**config.mk**
```make
export PLATFORM = sky130hd
export DESIGN_NAME = peer_wire_handshake_deframer_core
export DESIGN_NICKNAME = d
export VERILOG_FILES = /design/src/hdl/pwdf_pkg.sv /design/src/hdl/pwdf_cfg_regs.sv /design/src/hdl/pwdf_parser.sv /design/src/hdl/peer_wire_handshake_deframer_core.sv
export SDC_FILE = /design/constraint.sdc
export NUM_CORES = 1
export LEC_CHECK = 0
export ABC_AREA = 1
export ABC_CLOCK_PERIOD_IN_PS = 4100
export BUFFER_PORTS_ARGS = -buffer_cell sky130_fd_sc_hd__buf_2
export CORE_MARGIN = 10
export CORE_UTILIZATION = 50
export DETAILED_ROUTE_END_ITERATION = 10
export PLACE_DENSITY = 0.71
export SETUP_SLACK_MARGIN = 0.15
export SLEW_MARGIN = 20
export SYNTH_ARGS = -nofsm -noshare
export SYNTH_HDL_FRONTEND = slang
export SYNTH_HIERARCHICAL = 1
export SYNTH_SLANG_ARGS = --single-unit
```
**constraint.sdc**
```tcl
create_clock -name aclk -period 4.1 [get_ports aclk]
set_input_delay 0 -clock aclk [delete_from_list [all_inputs] [get_ports aclk]]
set_output_delay 0 -clock aclk [all_outputs]
set_load 0.1 [all_outputs]
```
**src/hdl/pwdf_pkg.sv**
```systemverilog
`timescale 1ns / 1ps
// Shared types, codes and constants for the peer wire handshake deframer.
// No dependencies; imported by every module of the block.
package pwdf_pkg;

    localparam int unsigned MAX_MESSAGE_DEF = 1048576;
    localparam int unsigned CFG_DATA_W      = 64;
    localparam int unsigned CFG_INDEX_W     = 3;
    localparam int unsigned ID_BYTES        = 20;
    localparam int unsigned PSTR_LEN        = 19;
    localparam int unsigned RSV_LEN         = 8;
    localparam int unsigned MAX_MSG_TYPE    = 8;

    // Phase codes double as the field_kind tag of each byte.
    typedef enum logic [2:0] {
        PH_PLEN = 3'd0,
        PH_PSTR = 3'd1,
        PH_RSV  = 3'd2,
        PH_HASH = 3'd3,
        PH_PEER = 3'd4,
        PH_LEN  = 3'd5,
        PH_TYPE = 3'd6,
        PH_PAY  = 3'd7
    } phase_t;

    typedef enum logic [2:0] {
        ERR_NONE      = 3'd0,
        ERR_PROTO_LEN = 3'd1,
        ERR_STRING    = 3'd2,
        ERR_HASH      = 3'd3,
        ERR_PEER      = 3'd4,
        ERR_TOO_LONG  = 3'd5,
        ERR_BAD_TYPE  = 3'd6
    } err_t;

    typedef enum logic [CFG_INDEX_W-1:0] {
        CFG_HASH_0_7   = 3'd0,
        CFG_HASH_8_15  = 3'd1,
        CFG_HASH_16_19 = 3'd2,
        CFG_PEER_0_7   = 3'd3,
        CFG_PEER_8_15  = 3'd4,
        CFG_PEER_16_19 = 3'd5,
        CFG_VERIFY     = 3'd6
    } cfg_index_t;

    // Byte 0 of each id sits in the top byte.
    typedef struct packed {
        logic [8*ID_BYTES-1:0] hash_id;
        logic [8*ID_BYTES-1:0] peer_id;
        logic                  verify_peer;
    } cfg_t;

    typedef struct packed {
        logic [7:0] data_byte;
        phase_t     field_kind;
        logic       msg_start;
        logic       msg_last;
        logic       keepalive;
        err_t       error_code;
    } result_t;

    function automatic logic [7:0] proto_char(input logic [4:0] idx);
        logic [7:0] c;
        unique case (idx)
            5'd0:    c = 8'h42; // B
            5'd1:    c = 8'h69; // i
            5'd2:    c = 8'h74; // t
            5'd3:    c = 8'h54; // T
            5'd4:    c = 8'h6f; // o
            5'd5:    c = 8'h72; // r
            5'd6:    c = 8'h72; // r
            5'd7:    c = 8'h65; // e
            5'd8:    c = 8'h6e; // n
            5'd9:    c = 8'h74; // t
            5'd10:   c = 8'h20; // space
            5'd11:   c = 8'h70; // p
            5'd12:   c = 8'h72; // r
            5'd13:   c = 8'h6f; // o
            5'd14:   c = 8'h74; // t
            5'd15:   c = 8'h6f; // o
            5'd16:   c = 8'h63; // c
            5'd17:   c = 8'h6f; // o
            5'd18:   c = 8'h6c; // l
            default: c = 8'h00;
        endcase
        return c;
    endfunction

    // Pick byte idx of a 20-byte id, byte 0 most significant.
    function automatic logic [7:0] id_byte(input logic [8*ID_BYTES-1:0] id,
                                           input logic [4:0] idx);
        logic [7:0] b;
        b = 8'h00;
        for (int i = 0; i < ID_BYTES; i++) begin
            if (idx == 5'(i)) begin
                b = id[8*(ID_BYTES-1-i) +: 8];
            end
        end
        return b;
    endfunction

endpackage

```
**src/hdl/pwdf_cfg_regs.sv**
```systemverilog
`timescale 1ns / 1ps
// Configuration register file: expected info hash, peer id and verify flag.
// Depends on pwdf_pkg.
module pwdf_cfg_regs (
    input  logic                             aclk,
    input  logic                             aresetn,
    input  logic                             cfg_wr_en,
    input  logic [pwdf_pkg::CFG_INDEX_W-1:0] cfg_index,
    input  logic [pwdf_pkg::CFG_DATA_W-1:0]  cfg_wdata,
    output pwdf_pkg::cfg_t                   cfg
);
    import pwdf_pkg::*;

    cfg_t cfg_reg;

    always_ff @(posedge aclk) begin
        if (!aresetn) begin
            cfg_reg <= '0;
        end else if (cfg_wr_en) begin
            unique case (cfg_index_t'(cfg_index))
                CFG_HASH_0_7:   cfg_reg.hash_id[159:96] <= cfg_wdata;
                CFG_HASH_8_15:  cfg_reg.hash_id[95:32]  <= cfg_wdata;
                CFG_HASH_16_19: cfg_reg.hash_id[31:0]   <= cfg_wdata[31:0];
                CFG_PEER_0_7:   cfg_reg.peer_id[159:96] <= cfg_wdata;
                CFG_PEER_8_15:  cfg_reg.peer_id[95:32]  <= cfg_wdata;
                CFG_PEER_16_19: cfg_reg.peer_id[31:0]   <= cfg_wdata[31:0];
                CFG_VERIFY:     cfg_reg.verify_peer     <= cfg_wdata[0];
                default: begin
                    // unmapped index: drop the write
                end
            endcase
        end
    end

    assign cfg = cfg_reg;

endmodule

```
**src/hdl/pwdf_parser.sv**
```systemverilog
`timescale 1ns / 1ps
// Handshake checker and message deframer: parse state plus the per-byte
// tagging logic. Depends on pwdf_pkg.
module pwdf_parser #(
    parameter int unsigned MAX_MESSAGE = pwdf_pkg::MAX_MESSAGE_DEF
) (
    input  logic              aclk,
    input  logic              aresetn,
    input  logic              advance,
    input  logic [7:0]        rx_byte,
    input  pwdf_pkg::cfg_t    cfg,
    output pwdf_pkg::result_t result
);
    import pwdf_pkg::*;

    localparam int unsigned LEN_W = $clog2(MAX_MESSAGE + 1);

    phase_t           phase_reg, phase_next;
    logic [LEN_W-1:0] byte_count_reg, byte_count_next;
    logic [31:0]      length_accum_reg, length_accum_next;
    logic [LEN_W-1:0] msg_length_reg, msg_length_next;
    err_t             latched_error_reg, latched_error_next;
    logic             mismatch_reg, mismatch_next;

    logic [LEN_W-1:0] count_inc;
    logic [31:0]      accum_shift;
    logic             byte_diff;
    err_t             err;

    assign count_inc   = byte_count_reg + LEN_W'(1);
    assign accum_shift = {length_accum_reg[23:0], rx_byte};

    always_comb begin
        unique case (phase_reg)
            PH_PSTR: byte_diff = (rx_byte != proto_char(byte_count_reg[4:0]));
            PH_HASH: byte_diff = (rx_byte != id_byte(cfg.hash_id, byte_count_reg[4:0]));
            PH_PEER: byte_diff = (rx_byte != id_byte(cfg.peer_id, byte_count_reg[4:0]));
            default: byte_diff = 1'b0;
        endcase
    end

    // Per-byte tags and the error raised by the current byte.
    always_comb begin
        err                = ERR_NONE;
        result.data_byte   = rx_byte;
        result.field_kind  = phase_reg;
        result.msg_start   = 1'b0;
        result.msg_last    = 1'b0;
        result.keepalive   = 1'b0;

        if (latched_error_reg == ERR_NONE) begin
            unique case (phase_reg)
                PH_PLEN: begin
                    if (rx_byte != 8'(PSTR_LEN)) begin
                        err = ERR_PROTO_LEN;
                    end
                end
                PH_PSTR: begin
                    if (count_inc >= LEN_W'(PSTR_LEN) && (mismatch_reg | byte_diff)) begin
                        err = ERR_STRING;
                    end
                end
                PH_RSV: begin
                end
                PH_HASH: begin
                    if (count_inc >= LEN_W'(ID_BYTES) && (mismatch_reg | byte_diff)) begin
                        err = ERR_HASH;
                    end
                end
                PH_PEER: begin
                    if (count_inc >= LEN_W'(ID_BYTES) && (mismatch_reg | byte_diff) &&
                        cfg.verify_peer) begin
                        err = ERR_PEER;
                    end
                end
                PH_LEN: begin
                    if (byte_count_reg[1:0] == 2'd3) begin
                        if (accum_shift > 32'(MAX_MESSAGE)) begin
                            err = ERR_TOO_LONG;
                        end else if (accum_shift == 32'd0) begin
                            result.keepalive = 1'b1;
                        end
                    end
                end
                PH_TYPE: begin
                    result.msg_start = 1'b1;
                    if (rx_byte > 8'(MAX_MSG_TYPE)) begin
                        err = ERR_BAD_TYPE;
                    end else if (msg_length_reg <= LEN_W'(1)) begin
                        result.msg_last = 1'b1;
                    end
                end
                PH_PAY: begin
                    if (count_inc >= msg_length_reg) begin
                        result.msg_last = 1'b1;
                    end
                end
                default: begin
                end
            endcase
            result.error_code = err;
        end else begin
            // frozen: pass the byte through with the latched code
            result.error_code = latched_error_reg;
        end
    end

    // Next parse state.
    always_comb begin
        phase_next         = phase_reg;
        byte_count_next    = byte_count_reg;
        length_accum_next  = length_accum_reg;
        msg_length_next    = msg_length_reg;
        mismatch_next      = mismatch_reg;

        if (latched_error_reg == ERR_NONE) begin
            unique case (phase_reg)
                PH_PLEN: begin
                    if (err == ERR_NONE) begin
                        phase_next      = PH_PSTR;
                        byte_count_next = '0;
                        mismatch_next   = 1'b0;
                    end
                end
                PH_PSTR: begin
                    mismatch_next   = mismatch_reg | byte_diff;
                    byte_count_next = count_inc;
                    if (count_inc >= LEN_W'(PSTR_LEN) && err == ERR_NONE) begin
                        phase_next      = PH_RSV;
                        byte_count_next = '0;
                    end
                end
                PH_RSV: begin
                    byte_count_next = count_inc;
                    if (count_inc >= LEN_W'(RSV_LEN)) begin
                        phase_next      = PH_HASH;
                        byte_count_next = '0;
                        mismatch_next   = 1'b0;
                    end
                end
                PH_HASH: begin
                    mismatch_next   = mismatch_reg | byte_diff;
                    byte_count_next = count_inc;
                    if (count_inc >= LEN_W'(ID_BYTES) && err == ERR_NONE) begin
                        phase_next      = PH_PEER;
                        byte_count_next = '0;
                        mismatch_next   = 1'b0;
                    end
                end
                PH_PEER: begin
                    mismatch_next   = mismatch_reg | byte_diff;
                    byte_count_next = count_inc;
                    if (count_inc >= LEN_W'(ID_BYTES) && err == ERR_NONE) begin
                        phase_next        = PH_LEN;
                        byte_count_next   = '0;
                        length_accum_next = '0;
                        mismatch_next     = 1'b0;
                    end
                end
                PH_LEN: begin
                    length_accum_next = accum_shift;
                    byte_count_next   = count_inc;
                    if (byte_count_reg[1:0] == 2'd3) begin
                        byte_count_next   = '0;
                        length_accum_next = '0;
                        if (err == ERR_NONE && accum_shift != 32'd0) begin
                            msg_length_next = accum_shift[LEN_W-1:0];
                            phase_next      = PH_TYPE;
                        end
                    end
                end
                PH_TYPE: begin
                    if (err == ERR_NONE) begin
                        if (msg_length_reg <= LEN_W'(1)) begin
                            phase_next      = PH_LEN;
                            byte_count_next = '0;
                        end else begin
                            phase_next      = PH_PAY;
                            byte_count_next = LEN_W'(1);
                        end
                    end
                end
                PH_PAY: begin
                    byte_count_next = count_inc;
                    if (count_inc >= msg_length_reg) begin
                        phase_next      = PH_LEN;
                        byte_count_next = '0;
                    end
                end
                default: begin
                    phase_next = phase_reg;
                end
            endcase
        end

        latched_error_next = (err != ERR_NONE) ? err : latched_error_reg;
    end

    always_ff @(posedge aclk) begin
        if (!aresetn) begin
            phase_reg         <= PH_PLEN;
            byte_count_reg    <= '0;
            length_accum_reg  <= '0;
            msg_length_reg    <= '0;
            latched_error_reg <= ERR_NONE;
            mismatch_reg      <= 1'b0;
        end else if (advance) begin
            if (latched_error_reg == ERR_NONE) begin
                phase_reg        <= phase_next;
                byte_count_reg   <= byte_count_next;
                length_accum_reg <= length_accum_next;
                msg_length_reg   <= msg_length_next;
                mismatch_reg     <= mismatch_next;
            end
            latched_error_reg <= latched_error_next;
        end
    end

endmodule

```
**src/hdl/peer_wire_handshake_deframer_core.sv**
```systemverilog
`timescale 1ns / 1ps
// Peer wire handshake deframer, top level.
// Depends on pwdf_pkg, pwdf_cfg_regs and pwdf_parser.
//
// Usage:
//   s_ channel (valid/ready) carries one received connection byte per
//   transaction. m_ channel (valid/ready) returns exactly one tagged result
//   per input byte: the byte itself, its field kind, message start/last
//   and keepalive flags, and the error code (first error latches).
//   Configuration: drive cfg_wr_en with cfg_index/cfg_wdata while the
//   block is idle; writes take effect on the same edge.
//   The byte lands in the input register on its accepting edge; advance then
//   moves its result into the result register, which drives m_valid.
//   Throughput: one byte per cycle while m_ready takes the results, set by
//   the combinational parse state update between the two registers.
//   Reset (aresetn low, synchronous): parser returns to the protocol
//   length byte, the latched error and all config registers clear, both
//   channels empty.
//   Receiver stall: the result register holds, the input register holds
//   one more byte, then s_ready drops until m_ready returns.
module peer_wire_handshake_deframer_core #(
    parameter int unsigned MAX_MESSAGE = pwdf_pkg::MAX_MESSAGE_DEF
) (
    input  logic                             aclk,
    input  logic                             aresetn,
    input  logic                             cfg_wr_en,
    input  logic [pwdf_pkg::CFG_INDEX_W-1:0] cfg_index,
    input  logic [pwdf_pkg::CFG_DATA_W-1:0]  cfg_wdata,
    input  logic                             s_valid,
    output logic                             s_ready,
    input  logic [7:0]                       s_rx_byte,
    output logic                             m_valid,
    input  logic                             m_ready,
    output logic [7:0]                       m_data_byte,
    output logic [2:0]                       m_field_kind,
    output logic                             m_msg_start,
    output logic                             m_msg_last,
    output logic                             m_keepalive,
    output logic [2:0]                       m_error_code
);
    import pwdf_pkg::*;

    cfg_t       cfg;
    result_t    result;
    result_t    out_reg;
    logic       out_valid_reg;
    logic [7:0] in_byte_reg;
    logic       in_valid_reg;
    logic       advance;

    // move the held byte into the result register when that slot frees up
    assign advance = in_valid_reg && (!out_valid_reg || m_ready);
    assign s_ready = !in_valid_reg || advance;

    pwdf_cfg_regs u_cfg_regs (
        .aclk      (aclk),
        .aresetn   (aresetn),
        .cfg_wr_en (cfg_wr_en),
        .cfg_index (cfg_index),
        .cfg_wdata (cfg_wdata),
        .cfg       (cfg)
    );

    pwdf_parser #(
        .MAX_MESSAGE (MAX_MESSAGE)
    ) u_parser (
        .aclk    (aclk),
        .aresetn (aresetn),
        .advance (advance),
        .rx_byte (in_byte_reg),
        .cfg     (cfg),
        .result  (result)
    );

    always_ff @(posedge aclk) begin
        if (!aresetn) begin
            in_valid_reg <= 1'b0;
        end else if (s_ready) begin
            in_valid_reg <= s_valid;
        end
    end

    always_ff @(posedge aclk) begin
        if (s_valid && s_ready) begin
            in_byte_reg <= s_rx_byte;
        end
    end

    always_ff @(posedge aclk) begin
        if (!aresetn) begin
            out_valid_reg <= 1'b0;
        end else if (advance) begin
            out_valid_reg <= 1'b1;
        end else if (m_ready) begin
            out_valid_reg <= 1'b0;
        end
    end

    always_ff @(posedge aclk) begin
        if (advance) begin
            out_reg <= result;
        end
    end

    assign m_valid      = out_valid_reg;
    assign m_data_byte  = out_reg.data_byte;
    assign m_field_kind = out_reg.field_kind;
    assign m_msg_start  = out_reg.msg_start;
    assign m_msg_last   = out_reg.msg_last;
    assign m_keepalive  = out_reg.keepalive;
    assign m_error_code = out_reg.error_code;

endmodule

```
### After elaboration in Yosys (flattened, before gate mapping)

Memory sizes are Yosys's and may differ from the RTL's. A register that Yosys moved wholly into a read port is not among the register bits.
Cells that the tools add are included.

* $add $sub $neg: 1
* magnitude comparators: 7
* eq/ne operators: 46
* muxes and demuxes: 91
* bitwise operators: 4
* reduce and logical (&&, ||, !) cells: 38

Operators by type and width (number)
* 2-to-1 mux 8 bit: 43
* 2-to-1 mux 21 bit: 7
* case mux 21 bit (7 select lines): 1
* 2-to-1 mux 24 bit: 2
* case mux 24 bit (2 select lines): 1
* 2-to-1 mux 3 bit: 15
* greater-or-equal comparator 21 x 5 -> 1 bit, second input constant: 2
* == test 5 x 4 -> 1 bit, second input constant: 8
* > comparator 32 x 21 -> 1 bit, second input constant: 1
* zero test 32 bit: 1
* nonzero test 32 bit: 1
* inequality test 8 bit: 3
* case mux 3 bit (8 select lines): 1
* adder 21 x 1 -> 21 bit, second input constant: 1
* == test 3 bit, second input constant: 7
* greater-or-equal comparator 21 bit: 1
* greater-or-equal comparator 21 x 4 -> 1 bit, second input constant: 1
* less-or-equal comparator 21 x 1 -> 1 bit, second input constant: 1
* == test 5 x 3 -> 1 bit, second input constant: 4
* == test 5 bit, second input constant: 4
* inequality test 2 x 1 -> 1 bit, second input constant: 9
* case mux 3 bit (6 select lines): 1
* AND reduction 2 bit: 8
* == test 3 x 2 -> 1 bit, second input constant: 4
* other kinds (27): 60

* bits in registers: 421
* memory bits (read-only): 224
* bits of input ports: 80
* output and inout bits: 19
* logic and storage cells: 210
* memories kept: 1

Memory list
* (no name shown): words 32, bits a word 7, read ports 1, clocked after memory_dff 1, wr ports 0, line pwdf_pkg.sv:64 `unique case (idx)`

### Logic depth before layout (Yosys ltp)

* depth in word-level cells: 36
* mapped depth: 54
* depth with buffers taken out: 54

### Cells and area by module

The synthesis kept the hierarchy.

By module, submodules not included
* pwdf_cfg_regs: instances 1, cells each 1824, area an instance 12617.1 um^2, sequential area each 6426.2 um^2
* pwdf_parser: instances 1, cells each 1689, area an instance 9306.4 um^2, sequential area each 1601.5 um^2
* peer_wire_handshake_deframer_core: instances 1, cells each 38, area an instance 845.8 um^2, sequential area each 790.8 um^2

### Worst setup path before layout

Ideal clock, no wire load.

* path type: register to register
* start: register u_parser.byte_count_reg[0]
* end: register with a tool-made name
* library setup time: 0.114 ns
* data arrival time: 4.366 ns
* data required time: 3.986 ns
* path slack: -0.380 ns
* cell stages (with the launch flop): 34
* cell sequence: dfxtp_1 -> clkinv_2 -> nor3_1 -> inv_1 -> nor2_2 -> nand4_1 -> inv_1 -> nand2_2 -> nor2_1 -> inv_2 -> nor3_2 -> nand3_2 -> nor3_2 -> nand2_2 -> xor2_1 -> clkinv_2 -> nor4_1 -> nand4_1 -> o21bai_1 -> nand3_2 -> nand3_2 -> nand2_2 -> nand3_2 -> o21ai_4 -> nand2_4 -> buf_6 -> nand2_1 -> nand3_1 -> ha_1 -> inv_1 -> nand3_1 -> nand3_1 -> nand3_1 -> nand2_1

RTL lines
* start: declaration: line pwdf_parser.sv:19 `logic [LEN_W-1:0] byte_count_reg, byte_count_next;`
* start signal: assignment: line pwdf_parser.sv:210 `byte_count_reg <= byte_count_next;`

==> flow_metrics.env <==
export IMPL_status="finished with violations"
export IMPL_violations="negative setup slack"
export IMPL_p_clk_share_pct=44.6
export IMPL_crit_type="flop to flop"
export IMPL_cp_required_ps=4590
export IMPL_netlist_top_cells_area="dfxtp_1 35%, nand2_1 16%, nor2_1 12%, nand3_1 11%, inv_1 4.8%"
export IMPL_final_nets=3956
export IMPL_cts_sinks=428
export IMPL_ys_flop_type="dfxtp_1"
export IMPL_finalClockSkew_ps=23.1
export IMPL_die_area_um2=54500
export IMPL_wl_per_cell_um=18.1
export IMPL_grt_start_max_net_pins=98
export IMPL_p_per_area_nw_per_um2=357
export IMPL_grt_pass1_wl_mm=124
export IMPL_period_share_pct=127
export IMPL_async_flop_share_pct=0
export IMPL_n_antenna_cell=0
export IMPL_cp_common_cell="nand2_1"
export IMPL_synth_seq_cells=428
export IMPL_antenna_found_initial=0
export IMPL_fin_total_pwr_w=0.0105
export IMPL_max_slew_worst_pin_slew_ps=1160
export IMPL_ios=99
export IMPL_hold_viol_final=0
export IMPL_overflow=0
export IMPL_max_stage_delay_ps=330
export IMPL_gp_congestion=1.03
export IMPL_ant_nets=0
export IMPL_grt_pass1_vias=21900
export IMPL_htreeDepth=2
export IMPL_synth_largest_area_cell="dfxtp_1"
export IMPL_ys_warn_count=6
export IMPL_rows=78
export IMPL_syn_inst=3551
export IMPL_clk_pin_slew_ps=60
export IMPL_p_comb_share_pct=13.1
export IMPL_die_y_um=233
export IMPL_synthTopCellsByCount="948 x nand2_1, 717 x nor2_1, 491 x nand3_1"
export IMPL_largest_reg_flops=321
export IMPL_drc=0
export IMPL_maxCapViolCount=0
export IMPL_clk_latency_ps=600
export IMPL_cpMaxStageDelayCell="dfxtp_2"
export IMPL_ctsRootBufferMaster="clkbuf_16"
export IMPL_final_max_slew_viol_count=0
export IMPL_seq_area_frac_synth_pct=38.7
export IMPL_cts_made_buffers=47
export IMPL_synth_most_common_cell="nand2_1"
export IMPL_relSlewSlack_pct=22.6
export IMPL_ir_drop_uv=322
export IMPL_layout_drive_gt1_share_pct=21.0
export IMPL_p_sw_w=0.00279
export IMPL_io_buffers=98
export IMPL_p_seq_share_pct=42.4
export IMPL_path_max_fanout=5
export IMPL_arrival_ps=5710
export IMPL_cts_tree="built"
export IMPL_hp_class="primary input to flop"
export IMPL_rsz0062_at_grt="yes"
export IMPL_max_clock_path_buffers=3
export IMPL_synth_edf_count=25
export IMPL_hpwl_mm=53.9
export IMPL_final_setup_viol_count=83
export IMPL_synth_area_um2=22800
export IMPL_yosys_area_top_type_share_pct=35.4
export IMPL_drt_vias_per_instance=5.39
export IMPL_area_delta_synth_final_pct=28.6
export IMPL_synth_cell_types=54
export IMPL_switching_share_pct=26.7
export IMPL_syn_area_per_cell_um2=6.41
export IMPL_drt_wl_total_mm=81.1
export IMPL_coreArea_um2=45200
export IMPL_p_leak_nw=13.3
export IMPL_p_int_w=0.00766
export IMPL_fmax_ghz=0.192
export IMPL_grt_usage_pct=28.5
export IMPL_start_kind="flop"
export IMPL_cp_end_kind="flop"
export IMPL_setup_slack_ps=-1120
export IMPL_period_needed_ps=5220
export IMPL_vias=24100
export IMPL_start_util_pct=50.4
export IMPL_first_iter_violations=2648
export IMPL_synth_fp_nets=3664
export IMPL_first_pass_iters=8
export IMPL_die_w_um=233
export IMPL_holdWs_ps=39.5
-- layout make-up --
| cell class | instances | area (um^2) |
|---|---|---|
| clock inverters | 19 | 283 |
| repair inverters | 1 | 7.51 |
| inverters | 325 | 1270 |
| repair buffers | 449 | 3800 |
| fillers | 3945 | 15900 |
| clock buffers | 67 | 1420 |
| flip-flops and latches | 428 | 8820 |
| multi-input cells | 2591 | 12900 |
| well taps | 600 | 751 |
-- per-layer routing --
layer	GRT usage, %	vias to the layer above	wire length, um
met5	0	-	0
met2	47.0	1071	38400
met4	11.3	0	3260
met1	37.2	11200	33000
met3	3.92	192	6400
li1	-	11700	-
-- per-stage QoR --
stage	area [um^2]	instances	worst slack, ps	util, %	TNS, ps
3_3_place_gp	25000	4263	-1140	55.3	-68720
4_1_cts	28300	4465	-953	62.6	-55070
6_report	29300	4480	-1120	64.8	-75240
2_1_floorplan	23000	3551	-64.9	-	-108
3_5_place_dp	25000	4263	-1160	55.3	-68050
5_1_grt	29300	4480	-1400	64.8	-94440
-- power by group through the flow --
stage	sequential [W]	clock (W)	combinational, W
floorplan	0.00454	0	0.000710
global placement	0.00452	0	0.00111
detailed placement	0.00452	0	0.00112
CTS	0.00443	0.00470	0.00127
global route	0.00444	0.00487	0.00146
finish	0.00443	0.00466	0.00136
-- timing repair --
| action | in CTS | in global routing |
|---|---|---|
| endpoints found under the setup margin | 83 | 84 |
| pin swaps | 60 | 82 |
| gates resized for setup | 125 | 208 |
| buffers inserted | 31 | 14 |
| gates cloned | 5 | 1 |
| hold endpoints to repair | 335 | 0 |
| hold buffers | 80 | 0 |
-- layout by cell type (no fill, tap or decap), drive strengths merged --
master / count
o21ai: 97
o21bai: 3
edfxtp: 25
a2111oi: 1
a21oi: 102
nor4: 15
or4: 2
xnor2: 2
a31oi: 3
or2: 41
nand2: 984
a211oi: 3
nor2: 740
clkinvlp: 2
buf: 368
nand4: 24
xor2: 12
clkinv: 14
o22ai: 1
dlygate4sd3: 80
o211ai: 6
bufinv: 7
inv: 322
dfxtp: 403
a21o: 1
clkbuf: 68
nor3: 19
nand3b: 5
ha: 33
nand3: 497
-- final timing paths --
kind,slack (ps),from,cells after the start,endpoint
worst max-delay path,-1120,u_parser/byte_count_reg[1],52,flop
worst min-delay path,40,cfg_wr_en,6,u_cfg_regs/cfg[166]
worst max register to register,-1120,u_parser/byte_count_reg[1],52,flop
worst min register to register,470,u_parser/byte_count_reg[10],2,u_parser/byte_count_reg[10]
-- worst max-delay path: cells and delay by family (launching register included) --
kind                     cells  cell delay [ps]
AND/OR/NAND/NOR             42             3640
buffers and inverters        7              640
flip-flops                   1              330
adder cells (fa/ha/maj)      2              300
AO/OA/AOI/OAI                1              170
-- kinds of logic after synthesis --
group                    after synthesis  synth area share (%)
AO/OA/AOI/OAI                        217                  5.30
flip-flops                           428                  38.7
XOR/XNOR                              14                 0.539
buffers and inverters                533                  10.1
AND/OR/NAND/NOR                     2326                  43.5
adder cells (fa/ha/maj)               33                  1.81
Note: power is estimated with default switching activity, not from simulation.
